### config.mk
export PLATFORM = sky130hd
export DESIGN_NAME = modular_exponentiation_top_flat
export DESIGN_NICKNAME = d
export VERILOG_FILES = /design/src/design/mexp_pkg.sv /design/src/design/mexp_req_if.sv /design/src/design/mexp_rsp_if.sv /design/src/design/mexp_mulmod.sv /design/src/design/modular_exponentiation_top.sv /design/src/flat_wrapper.sv
export SDC_FILE = /design/constraint.sdc
export NUM_CORES = 1
export LEC_CHECK = 0
export BUFFER_PORTS_ARGS = -buffer_cell sky130_fd_sc_hd__buf_2
export CAP_MARGIN = 40
export CORE_ASPECT_RATIO = 0.8
export CORE_MARGIN = 3
export CORE_UTILIZATION = 62
export DETAILED_ROUTE_END_ITERATION = 10
export PLACE_DENSITY = 0.87
export SLEW_MARGIN = 40
export SYNTH_ARGS = -nofsm -noshare
export SYNTH_HDL_FRONTEND = slang
export SYNTH_SLANG_ARGS = --single-unit
### constraint.sdc
create_clock -name clk -period 7.9 [get_ports clk]
set_clock_uncertainty 0.05 [all_clocks]
set_input_delay 1.58 -clock clk [delete_from_list [all_inputs] [get_ports clk]]
set_output_delay 1.58 -clock clk [all_outputs]
set_load 0.005 [all_outputs]
### src/design/mexp_pkg.sv
`timescale 1ns / 1ps

package mexp_pkg;

    localparam int FIELD_BITS           = 31;
    localparam int OPERAND_BITS_DEFAULT = 31;
    localparam int MODULUS_RESET        = 97;

endpackage

### src/design/mexp_req_if.sv
`timescale 1ns / 1ps

interface mexp_req_if
    import mexp_pkg::*;
();

    logic                  valid;
    logic                  ready;
    logic [FIELD_BITS-1:0] base;
    logic [FIELD_BITS-1:0] exponent;

    modport source (output valid, output base, output exponent, input ready);
    modport sink (input valid, input base, input exponent, output ready);

endinterface

### src/design/mexp_rsp_if.sv
`timescale 1ns / 1ps

interface mexp_rsp_if
    import mexp_pkg::*;
();

    logic                  valid;
    logic                  ready;
    logic [FIELD_BITS-1:0] result;

    modport source (output valid, output result, input ready);
    modport sink (input valid, input result, output ready);

endinterface

### src/design/mexp_mulmod.sv
`timescale 1ns / 1ps

// bit-serial interleaved modular multiply: p = x * y mod m, x < m, y any w-bit value
module mexp_mulmod
    import mexp_pkg::*;
#(
    parameter int OPERAND_BITS = OPERAND_BITS_DEFAULT
)(
    input  logic                    clk,
    input  logic                    rst_n,
    input  logic                    start,
    input  logic [OPERAND_BITS-1:0] x,
    input  logic [OPERAND_BITS-1:0] y,
    input  logic [OPERAND_BITS-1:0] m,
    output logic                    done,
    output logic [OPERAND_BITS-1:0] p
);

    localparam int W  = OPERAND_BITS;
    localparam int WE = OPERAND_BITS + 3;
    localparam int CW = $clog2(OPERAND_BITS + 1);

    logic [W-1:0]  r_reg, r_next;
    logic [W-1:0]  y_reg;
    logic [W-1:0]  x_reg;
    logic [CW-1:0] cnt_reg;
    logic          done_reg;

    logic [WE-1:0] sum;
    logic [WE-1:0] diff1;
    logic [WE-1:0] diff2;

    // 2r + bit*x is below 3m, so at most two subtractions of m
    always_comb
    begin
        sum   = {2'b00, r_reg, 1'b0} + (y_reg[W-1] ? WE'(x_reg) : WE'(0));
        diff1 = sum - WE'(m);
        diff2 = sum - {2'b00, m, 1'b0};
        if (!diff2[WE-1])
        begin
            r_next = diff2[W-1:0];
        end
        else if (!diff1[WE-1])
        begin
            r_next = diff1[W-1:0];
        end
        else
        begin
            r_next = sum[W-1:0];
        end
    end

    always_ff @(posedge clk or negedge rst_n)
    begin
        if (!rst_n)
        begin
            cnt_reg  <= '0;
            done_reg <= 1'b0;
        end
        else
        begin
            done_reg <= (cnt_reg == CW'(1));
            if (start)
            begin
                cnt_reg <= CW'(W);
            end
            else if (cnt_reg != '0)
            begin
                cnt_reg <= cnt_reg - CW'(1);
            end
        end
    end

    always_ff @(posedge clk)
    begin
        if (start)
        begin
            r_reg <= '0;
            y_reg <= y;
            x_reg <= x;
        end
        else if (cnt_reg != '0)
        begin
            r_reg <= r_next;
            y_reg <= {y_reg[W-2:0], 1'b0};
        end
    end

    assign done = done_reg;
    assign p    = r_reg;

endmodule

### src/design/modular_exponentiation_top.sv
`timescale 1ns / 1ps

// modular exponentiation: result = base ** exponent mod modulus
// req channel carries base and exponent, rsp channel carries result; both
// use valid/ready and move one item at a rising edge with both high.
// the user must write modulus through cfg_we/cfg_wdata only while the block
// is idle; the block does not enforce this. a value whose low OPERAND_BITS
// bits are zero is ignored. one item at a time: one pass of a bit-serial
// modular multiplier reduces the base, then OPERAND_BITS passes run the
// multiply and the square side by side, one exponent bit each; rsp.valid
// rises once the last pass is done and the output register is free.
// the result sits in an output register, so a new item is accepted while
// the previous result still waits; if the receiver stalls until the next
// result is ready, the block holds it and stops taking items.
// reset empties the block and sets modulus to 97.
module modular_exponentiation_top
    import mexp_pkg::*;
#(
    parameter int OPERAND_BITS = OPERAND_BITS_DEFAULT
)(
    input  logic                  clk,
    input  logic                  rst_n,
    input  logic                  cfg_we,
    input  logic [FIELD_BITS-1:0] cfg_wdata,
    mexp_req_if.sink              req,
    mexp_rsp_if.source            rsp
);

    localparam int W  = OPERAND_BITS;
    localparam int CW = $clog2(OPERAND_BITS);

    typedef enum logic [1:0] {
        S_IDLE,
        S_BASE,
        S_BITS,
        S_FIN
    } state_t;

    state_t        state_reg;
    logic [W-1:0]  modulus_reg;
    logic [W-1:0]  acc_reg;
    logic [W-1:0]  run_reg;
    logic [W-1:0]  exp_reg;
    logic [CW-1:0] bit_cnt_reg;
    logic          start_reg;
    logic          rsp_valid_reg;
    logic [W-1:0]  result_reg;

    logic [W-1:0] one_mod;
    logic [W-1:0] sq_x;
    logic         sq_done;
    logic [W-1:0] sq_p;
    logic         mul_done;
    logic [W-1:0] mul_p;
    logic         req_take;
    logic         rsp_free;

    assign one_mod  = (modulus_reg == W'(1)) ? '0 : W'(1);
    assign req_take = req.valid && req.ready;
    assign rsp_free = !rsp_valid_reg || rsp.ready;

    // first pass reduces the base as 1 * base mod m
    assign sq_x = (state_reg == S_BASE) ? one_mod : run_reg;

    mexp_mulmod #(.OPERAND_BITS(OPERAND_BITS)) u_square (
        .clk   (clk),
        .rst_n (rst_n),
        .start (start_reg),
        .x     (sq_x),
        .y     (run_reg),
        .m     (modulus_reg),
        .done  (sq_done),
        .p     (sq_p)
    );

    mexp_mulmod #(.OPERAND_BITS(OPERAND_BITS)) u_mult (
        .clk   (clk),
        .rst_n (rst_n),
        .start (start_reg),
        .x     (acc_reg),
        .y     (run_reg),
        .m     (modulus_reg),
        .done  (mul_done),
        .p     (mul_p)
    );

    always_ff @(posedge clk or negedge rst_n)
    begin
        if (!rst_n)
        begin
            state_reg     <= S_IDLE;
            modulus_reg   <= W'(MODULUS_RESET);
            bit_cnt_reg   <= '0;
            start_reg     <= 1'b0;
            rsp_valid_reg <= 1'b0;
        end
        else
        begin
            start_reg <= 1'b0;
            if (cfg_we && (cfg_wdata[W-1:0] != '0))
            begin
                modulus_reg <= cfg_wdata[W-1:0];
            end
            if (rsp_valid_reg && rsp.ready)
            begin
                rsp_valid_reg <= 1'b0;
            end
            case (state_reg)
                S_IDLE:
                begin
                    if (req_take)
                    begin
                        start_reg <= 1'b1;
                        state_reg <= S_BASE;
                    end
                end
                S_BASE:
                begin
                    if (sq_done)
                    begin
                        bit_cnt_reg <= '0;
                        start_reg   <= 1'b1;
                        state_reg   <= S_BITS;
                    end
                end
                S_BITS:
                begin
                    if (sq_done && mul_done)
                    begin
                        if (bit_cnt_reg == CW'(W - 1))
                        begin
                            state_reg <= S_FIN;
                        end
                        else
                        begin
                            bit_cnt_reg <= bit_cnt_reg + CW'(1);
                            start_reg   <= 1'b1;
                        end
                    end
                end
                S_FIN:
                begin
                    if (rsp_free)
                    begin
                        rsp_valid_reg <= 1'b1;
                        state_reg     <= S_IDLE;
                    end
                end
                default:
                begin
                    state_reg <= S_IDLE;
                end
            endcase
        end
    end

    always_ff @(posedge clk)
    begin
        if (state_reg == S_IDLE && req_take)
        begin
            run_reg <= req.base[W-1:0];
            exp_reg <= req.exponent[W-1:0];
            acc_reg <= one_mod;
        end
        else if (state_reg == S_BASE && sq_done)
        begin
            run_reg <= sq_p;
        end
        else if (state_reg == S_BITS && sq_done && mul_done)
        begin
            run_reg <= sq_p;
            if (exp_reg[0])
            begin
                acc_reg <= mul_p;
            end
            exp_reg <= {1'b0, exp_reg[W-1:1]};
        end
        if (state_reg == S_FIN && rsp_free)
        begin
            result_reg <= acc_reg;
        end
    end

    assign req.ready  = (state_reg == S_IDLE);
    assign rsp.valid  = rsp_valid_reg;
    assign rsp.result = FIELD_BITS'(result_reg);

endmodule
### src/flat_wrapper.sv
// flat-port wrapper written by rule: the top's interface ports become plain ports
module modular_exponentiation_top_flat import mexp_pkg::*;
#(
    parameter int OPERAND_BITS = OPERAND_BITS_DEFAULT
)
  (clk, rst_n, cfg_we, cfg_wdata, req_valid, req_base, req_exponent, req_ready, rsp_valid, rsp_result, rsp_ready);
  mexp_req_if req_i ();
  mexp_rsp_if rsp_i ();
  input  logic clk;
  input  logic rst_n;
  input  logic cfg_we;
  input  logic [FIELD_BITS-1:0] cfg_wdata;
  input wire logic [$bits(req_i.valid)-1:0] req_valid;
  input wire logic [$bits(req_i.base)-1:0] req_base;
  input wire logic [$bits(req_i.exponent)-1:0] req_exponent;
  output wire logic [$bits(req_i.ready)-1:0] req_ready;
  output wire logic [$bits(rsp_i.valid)-1:0] rsp_valid;
  output wire logic [$bits(rsp_i.result)-1:0] rsp_result;
  input wire logic [$bits(rsp_i.ready)-1:0] rsp_ready;
  assign req_i.valid = req_valid;
  assign req_i.base = req_base;
  assign req_i.exponent = req_exponent;
  assign req_ready = req_i.ready;
  assign rsp_valid = rsp_i.valid;
  assign rsp_result = rsp_i.result;
  assign rsp_i.ready = rsp_ready;
  modular_exponentiation_top #(.OPERAND_BITS(OPERAND_BITS)) u_core (.clk(clk), .rst_n(rst_n), .cfg_we(cfg_we), .cfg_wdata(cfg_wdata), .req(req_i), .rsp(rsp_i));
endmodule
==> results.ini, run 1 <==
[clock_network]
post-cts-setup-buffers = 0
clk_pin_slew_ps = 60
htree_levels = 2
cts_tree = done
cts_repair_resizes = 0
clock-sinks = 362
ctsHoldBuffers = 0
numCtsBuffers = 38
clkLatencyLatePin_ps = 540
clockRootBuffer = clkbuf_16
cts.path.max_buffers = 3

[sta]
setup-violations-final = 0
timing.final.hold_violations = 0
rsz_0062_raised_after_global_routing = false
slew_viol_final = 0
tightestPinTransition_ps = 892
post-route-period-util = 0.954
fmax_mhz = 133
final.min_clock_period_ps = 7540
timing.slew.headroom = 0.404
final.setup.tns_ps = 0

[logic_synthesis]
syn_inst = 2496
yosysSeqAreaShare = 0.409
synthAdderAreaFrac = 0.105
synth-warning-count = 0
netlist-cell-type-count = 93
postSynth.asyncResetShare = 0.144
ys_top_cells_by_area = edfxtp_1 30%, ha_1 10%, dfxtp_1 5.1%, mux2_2 5.1%, dfrtp_1 5.0%
synth_top_flop_cell = edfxtp_1
yosysTopAreaCellShare = 0.305
synthXorXnorAreaFrac = 0.0577
post_synthesis_cell_area_mm2 = 0.0244
synth_seq_cells = 362
syn_nets = 2796
synth.top_cells.by_count = 248 x edfxtp_1, 196 x ha_1, 186 x o21ai_0, 173 x nand2_1, 171 x a21oi_1
synth_compound_area_frac = 0.189
synth_top_family_by_area = compound AO/OA/AOI/OAI gates
post_synth_mux_area_share = 0.0606
largest_area_contributor_in_the_netlist = edfxtp_1
top_count_cell_post_synth = edfxtp_1
synth.avg_cell_area_um2 = 9.79
number_of_enable_flip_flop_cells_after_synthesis = 248
synth-simple-area-share = 0.140

[floorplanning]
placementRows = 64
die_area_mm2 = 0.0418
initial_core_util = 0.633
die_width_um = 228
core_footprint_mm2 = 0.0386
die_h_um = 184
num_io_pins = 131

[worst_setup_path]
timing.critical_path.slowest_stage_cell = edfxtp_1
worstPathRequired_ps = 8300
worstSetupPathType = flop to flop
cp-start-kind = flop
critical_path.max_stage_delay_ps = 910
timing.critical_path.to_type = flop
crit_fanout = 34
worstPathArrival_ps = 7940

[drt]
routedWlPerCell_um = 20.9
detail_route.wirelength_mm = 66.2
vias = 19900
route.detailed.vias_per_inst = 6.28
drt_first_iter_violations = 2077
detail_route.first_pass.iterations = 5
drc = 0
postRouteAntennaNets = 0

[cells_and_area]
final_nets = 2907
insertedDiodeCount = 0
drive_above_1_share = 0.140
multi_input_comb_area_mm2 = 0.0135
register_area_mm2 = 0.0100
fillers = 2969
area_delta_synth_final_pct = 10.0

[run_status]
status = finished, final reports clean

[placed_design]
place_hpwl_mm = 49.6
portBuffers = 130
gp_routability_congestion = 0.991

[grt]
track_usage = 0.310
grt_antenna_before_repair = 3
grt_start_max_net_pins = 146
grt_total_ovfl = 0
number_of_global_route_vias_before_repair = 19300
grt_first_pass_wirelength_mm = 104

[min_path]
timing.hold.worst.class = flop to flop

[flow_run]
max_cap_violations = 0

critical path: cells and delay by family (launching register included):
kind                     cells  cell delay (ps)
multiplexers                 1              320
XOR/XNOR                     1              350
buffers and inverters        3              390
AND/OR/NAND/NOR              8             1910
adder cells (fa/ha/maj)      3              980
AO/OA/AOI/OAI                9             2500
flip-flops                   1              910
cell type report:
cell class	count	share of cell area
repair buffers	159	0.0337
flip-flops and latches	362	0.372
inverters	147	0.0205
clock inverters	16	0.00503
multi-input cells	1899	0.504
well taps	528	0.0246
clock buffers	54	0.0404
metal layers:
layer  vias to the layer above  share of wire  track usage  routed length (um)
met5                         -              0            0                   0
met4                         0          0.027       0.0909                1800
met2                       865           0.43        0.475               28600
met3                       131          0.095       0.0643                6290
li1                       9414              -            -                   -
met1                      9477           0.45        0.449               29500
through the flow:
stage               cells  setup WS (ps)   util  hold slack [ps]  area (um^2)
floorplan            2496           2330      -              371        24400
global placement     3092           1030  0.664              379        25600
detailed placement   3092            653  0.664              386        25600
CTS                  3162            621  0.696              400        26800
global route         3165           46.5  0.696              402        26900
finish               3165            360  0.696              400        26900
worst paths after layout:
check,start,to,slack [ps],cells after the start
setup / recovery,u_core.u_mult.y_reg[30]$_DFFE_PP_,u_core.u_mult.p[0]$_SDFFE_PP0P_,360,25
hold / removal,u_core.acc_reg[10]$_SDFFCE_PP0P_,u_core.u_mult.x_reg[10]$_DFFE_PP_,400,0
setup reg to reg,u_core.u_mult.y_reg[30]$_DFFE_PP_,u_core.u_mult.p[0]$_SDFFE_PP0P_,360,25
hold reg to reg,u_core.acc_reg[10]$_SDFFCE_PP0P_,u_core.u_mult.x_reg[10]$_DFFE_PP_,400,0
max in group asynchronous,rst_n,u_core.start_reg$_DFF_PN0_,6120,2
min in group asynchronous,rst_n,u_core.u_square.cnt_reg[4]$_DFFE_PN0P_,1140,2
kinds of logic (layout without fill, tap and decap cells):
| kind of cell | after synthesis | in the layout |
|---|---|---|
| DFF | 362 | 362 |
| muxes | 134 | 134 |
| and+or+nand+nor | 686 | 686 |
| xor gates and xnor gates | 161 | 161 |
| buffers and inverters | 235 | 376 |
| adders and majority gates | 202 | 202 |
| AOI/OAI and AO/OA | 716 | 716 |
cell usage in the layout (no fill, tap or decap), drive strengths merged, types with 62 or more instances in the layout:
cell type  netlist  final
edfxtp         248    248
o21ai          206    206
ha             196    196
nand2          173    173
a21oi          171    171
buf             24    158
nor2           151    151
inv            147    149
mux2           111    111
xnor2          104    104
and2           102    102
a21o            76     76
dfxtp           62     62
Power of run 1 is left out: the tool's default activity adds up to more than one toggle a clock period on the data nets, which glitch-free logic cannot reach.
==> inputs of run 2 (changes only) <==
--- a/config.mk
+++ b/config.mk
@@ -5,7 +5,7 @@
 export SDC_FILE = /design/constraint.sdc
 export NUM_CORES = 1
 export LEC_CHECK = 0
-export BUFFER_PORTS_ARGS = -buffer_cell sky130_fd_sc_hd__buf_2
+export BUFFER_PORTS_ARGS = -buffer_cell sky130_fd_sc_hd__buf_4
 export CAP_MARGIN = 40
 export CORE_ASPECT_RATIO = 0.8
 export CORE_MARGIN = 3
==> results.ini, run 2 (synthesis gave the netlist of run 1 again) <==
[sta]
timing.hold.ws_ps = 386
slew_viol_final = 0
setup-violations-final = 0
final.min_clock_period_ps = 7320
final.setup.tns_ps = 0
fmax_mhz = 137
tightestPinTransition_ps = 797
timing.slew.headroom = 0.467
timing.final.hold_violations = 0
post-route-period-util = 0.926
rsz_0062_raised_after_global_routing = false

[drt]
postRouteAntennaNets = 0
detail_route.first_pass.iterations = 5
detail_route.wirelength_mm = 67.0
vias = 20100
route.detailed.vias_per_inst = 6.34
drc = 0
routedWlPerCell_um = 21.2
drt_first_iter_violations = 1957

[floorplanning]
initial_core_util = 0.633
die_area_mm2 = 0.0418
placementRows = 64
num_io_pins = 131
die_h_um = 184
core_footprint_mm2 = 0.0386
die_width_um = 228

[clock_network]
clockRootBuffer = clkbuf_16
htree_levels = 2
clkLatencyLatePin_ps = 550
ctsHoldBuffers = 0
cts.path.max_buffers = 3
cts_tree = done
clock-sinks = 362
clk_pin_slew_ps = 60
numCtsBuffers = 37
cts_repair_resizes = 0
post-cts-setup-buffers = 0

[grt]
grt_first_pass_wirelength_mm = 105
grt_start_max_net_pins = 95
track_usage = 0.313
grt_total_ovfl = 0
number_of_global_route_vias_before_repair = 19000
grt_antenna_before_repair = 1

[min_path]
holdPathStages = 0
worst_hold_path.endpoint = u_core.u_mult.x_reg[16]$_DFFE_PP_
min-delay-start = u_core.acc_reg[16]$_SDFFCE_PP0P_
timing.hold.worst.class = flop to flop

[cells_and_area]
fillers = 2905
multi_input_comb_area_mm2 = 0.0136
register_area_mm2 = 0.0100
insertedDiodeCount = 0
leading_cell_type_in_the_layout_fill_and_taps_excluded = edfxtp_1
area_delta_synth_final_pct = 11.6
drive_above_1_share = 0.144
final_nets = 2909
mostFrequentLayoutCells = 248 x edfxtp_1, 196 x ha_1, 184 x o21ai_0, 172 x nand2_1, 171 x a21oi_1

[worst_setup_path]
crit-reg2reg-launch = u_core.u_mult.y_reg[30]$_DFFE_PP_
timing.critical_path.slowest_stage_cell = edfxtp_1
crit_fanout = 21
timing.critical_path.to_type = flop
timing.reg2reg.worst_path_depth = 27
worstPathRequired_ps = 8280
critical_path.max_stage_delay_ps = 540
critical_path.top_delay_family = compound AO/OA/AOI/OAI gates
worstSetupPathType = flop to flop
cp-start-kind = flop
critical_path_buf_inv_count = 5
r2r-end = u_core.u_mult.p[4]$_SDFFE_PP0P_
r2r_setup_slack_ps = 580
worstPathArrival_ps = 7700

[flow_run]
max_cap_violations = 0

[placed_design]
gp_routability_congestion = 0.962
portBuffers = 130
place_hpwl_mm = 50.1

[run_status]
status = finished, final reports clean

==> run 2: through the flow <==
step	std cells	area, um^2	util	worst slack, ps
after floorplan	2496	24400	-	2330
after global placement	3095	25900	0.672	855
after detailed placement	3096	26000	0.673	548
after CTS	3164	27200	0.705	496
after global routing	3166	27300	0.707	64.5
final	3166	27300	0.707	582
==> run 2: final cells by class <==
class                   count  share of cell area
clock buffers              57              0.0410
clock inverters            11             0.00523
inverters                 147              0.0202
multi-input cells        1899               0.497
flip-flops and latches    362               0.367
well taps                 528              0.0242
repair buffers            162              0.0457
==> run 2: worst max-delay path by stage <==
stage	slack [ps]	from	end	depth (start not counted)
floorplan	2330	u_core.u_mult.y_reg[30]$_DFFE_PP_	u_core.u_mult.p[20]$_SDFFE_PP0P_	26
global placement	860	u_core.u_mult.y_reg[30]$_DFFE_PP_	u_core.u_mult.p[4]$_SDFFE_PP0P_	24
detailed placement	550	u_core.u_mult.y_reg[30]$_DFFE_PP_	u_core.u_mult.p[0]$_SDFFE_PP0P_	25
CTS	500	u_core.u_mult.y_reg[30]$_DFFE_PP_	u_core.u_mult.p[0]$_SDFFE_PP0P_	25
global route	60	u_core.u_mult.y_reg[30]$_DFFE_PP_	u_core.u_mult.p[0]$_SDFFE_PP0P_	26
finish	580	u_core.u_mult.y_reg[30]$_DFFE_PP_	u_core.u_mult.p[4]$_SDFFE_PP0P_	27
==> run 2: metal layers <==
metal	wire length (um)	global-route usage	vias up
met5	0	0	-
met4	1570	0.0808	0
met3	6040	0.0567	111
met2	29400	0.487	897
met1	29900	0.455	9641
li1	-	-	9422
Power of run 2 is left out for the same reason.
==> inputs of run 3 (changes only) <==
--- a/config.mk
+++ b/config.mk
@@ -9,9 +9,10 @@
 export CAP_MARGIN = 40
 export CORE_ASPECT_RATIO = 0.8
 export CORE_MARGIN = 3
-export CORE_UTILIZATION = 62
+export CORE_UTILIZATION = 30
+export CTS_BUF_LIST = sky130_fd_sc_hd__clkbuf_2
 export DETAILED_ROUTE_END_ITERATION = 10
-export PLACE_DENSITY = 0.87
+export PLACE_DENSITY = 0.51
 export SLEW_MARGIN = 40
 export SYNTH_ARGS = -nofsm -noshare
 export SYNTH_HDL_FRONTEND = slang
==> results.ini, run 3 (synthesis gave the netlist of run 1 again) <==
[run_status]
status = finished, final reports clean

[grt]
number_of_global_route_vias_before_repair = 19300
busiest_layer_in_global_routing = met2
track_usage = 0.163
grt_use_met2 = 0.242
grt_antenna_before_repair = 2
grt_first_pass_wirelength_mm = 110
globalRouteMet1Util = 0.229
grt_total_ovfl = 0
gr-usage-met3 = 0.0481
grt_start_max_net_pins = 90

[sta]
final.min_clock_period_ps = 7330
post-route-period-util = 0.927
slew_viol_final = 0
fmax_mhz = 137
tightestPinTransition_ps = 901
timing.slew.headroom = 0.394
setup-violations-final = 0
timing.final.hold_violations = 0
rsz_0062_raised_after_global_routing = false
final.setup.tns_ps = 0

[drt]
vias = 19600
drt_first_iter_violations = 1409
drc = 0
detail_route.wirelength_mm = 70.3
postRouteAntennaNets = 0
detail_route.first_pass.iterations = 7
route.detailed.vias_per_inst = 5.12
routedWlPerCell_um = 18.4

[worst_setup_path]
critical_path_buf_inv_count = 3
worstSetupPathType = flop to flop
timing.critical_path.to_type = flop
critical_path.max_stage_delay_ps = 790
crit_fanout = 24
cp-start-kind = flop
timing.critical_path.slowest_stage_cell = edfxtp_1
worstPathRequired_ps = 8860
worstPathArrival_ps = 8280
critical_path.top_delay_family = compound AO/OA/AOI/OAI gates

[cells_and_area]
final_nets = 2967
drive_above_1_share = 0.174
mostFrequentLayoutCells = 248 x edfxtp_1, 196 x ha_1, 184 x o21ai_0, 172 x nand2_1, 171 x a21oi_1
leading_cell_type_in_the_layout_fill_and_taps_excluded = edfxtp_1
area_delta_synth_final_pct = 12.8

[floorplanning]
initial_core_util = 0.306
die_area_mm2 = 0.0849
core_footprint_mm2 = 0.0798
num_io_pins = 131
die_width_um = 325
die_h_um = 261
placementRows = 92

[clock_network]
numCtsBuffers = 97
cts_tree = done
cts_repair_resizes = 0
clock-sinks = 362
htree_levels = 3
clkLatencyLatePin_ps = 1130
clk_pin_slew_ps = 110
cts.path.max_buffers = 3
clockRootBuffer = clkbuf_2
ctsHoldBuffers = 0
post-cts-setup-buffers = 0

[flow_run]
max_cap_violations = 0

[placed_design]
portBuffers = 130
gp_routability_congestion = 0.904
place_hpwl_mm = 54.1

[min_path]
timing.hold.worst.class = flop to flop

[run 3: cell types whose count changed in the layout (fill, tap and decap cells not counted), sizes merged]
cell and change:
clkbuf +91, clkinv +19, bufinv -3, buf -2
clkinvlp -1, diode +1
[run 3: per-stage QoR]
step           hold slack, ps  utilization  area, um^2  std cells  setup slack, ps
5_1_grt                   388        0.346       27600       3824              180
3_5_place_dp              391        0.335       26700       3647              699
3_3_place_gp              388        0.334       26600       3644              878
4_1_cts                   296        0.345       27500       3821              648
2_1_floorplan             371            -       24400       2496             2330
6_report                  375        0.346       27600       3824              575
[run 3: final timing paths]
path	slack, ps	depth (start not counted)	start	end
setup reg to reg	570	25	u_core.u_mult.y_reg[30]$_DFFE_PP_	u_core.u_mult.p[0]$_SDFFE_PP0P_
setup / recovery	570	25	u_core.u_mult.y_reg[30]$_DFFE_PP_	u_core.u_mult.p[0]$_SDFFE_PP0P_
min in group asynchronous	470	1	rst_n	u_core.u_square.cnt_reg[3]$_DFFE_PN0P_
hold / removal	370	0	u_core.acc_reg[17]$_SDFFCE_PP0P_	u_core.u_mult.x_reg[17]$_DFFE_PP_
hold reg to reg	370	0	u_core.acc_reg[17]$_SDFFCE_PP0P_	u_core.u_mult.x_reg[17]$_DFFE_PP_
max in group asynchronous	6770	1	rst_n	u_core.start_reg$_DFF_PN0_
[run 3: metal layers]
metal | part of all wire | vias to the layer above | wire length, um
li1 | - | 9588 | -
met1 | 0.49 | 9365 | 34200
met2 | 0.42 | 561 | 29200
met3 | 0.079 | 80 | 5550
met4 | 0.019 | 0 | 1310
met5 | 0 | - | 0
[run 3: layout make-up]
cell class / count / area, um^2
sequential: 362 / 10000
clock buffer: 148 / 741
clock inverter: 26 / 104
antenna: 1 / 2.50
multi-input combinational: 1899 / 13600
fill: 8173 / 52200
inverter: 147 / 554
tap: 1081 / 1350
timing repair buffer: 160 / 1260
Power of run 3 is left out for the same reason.
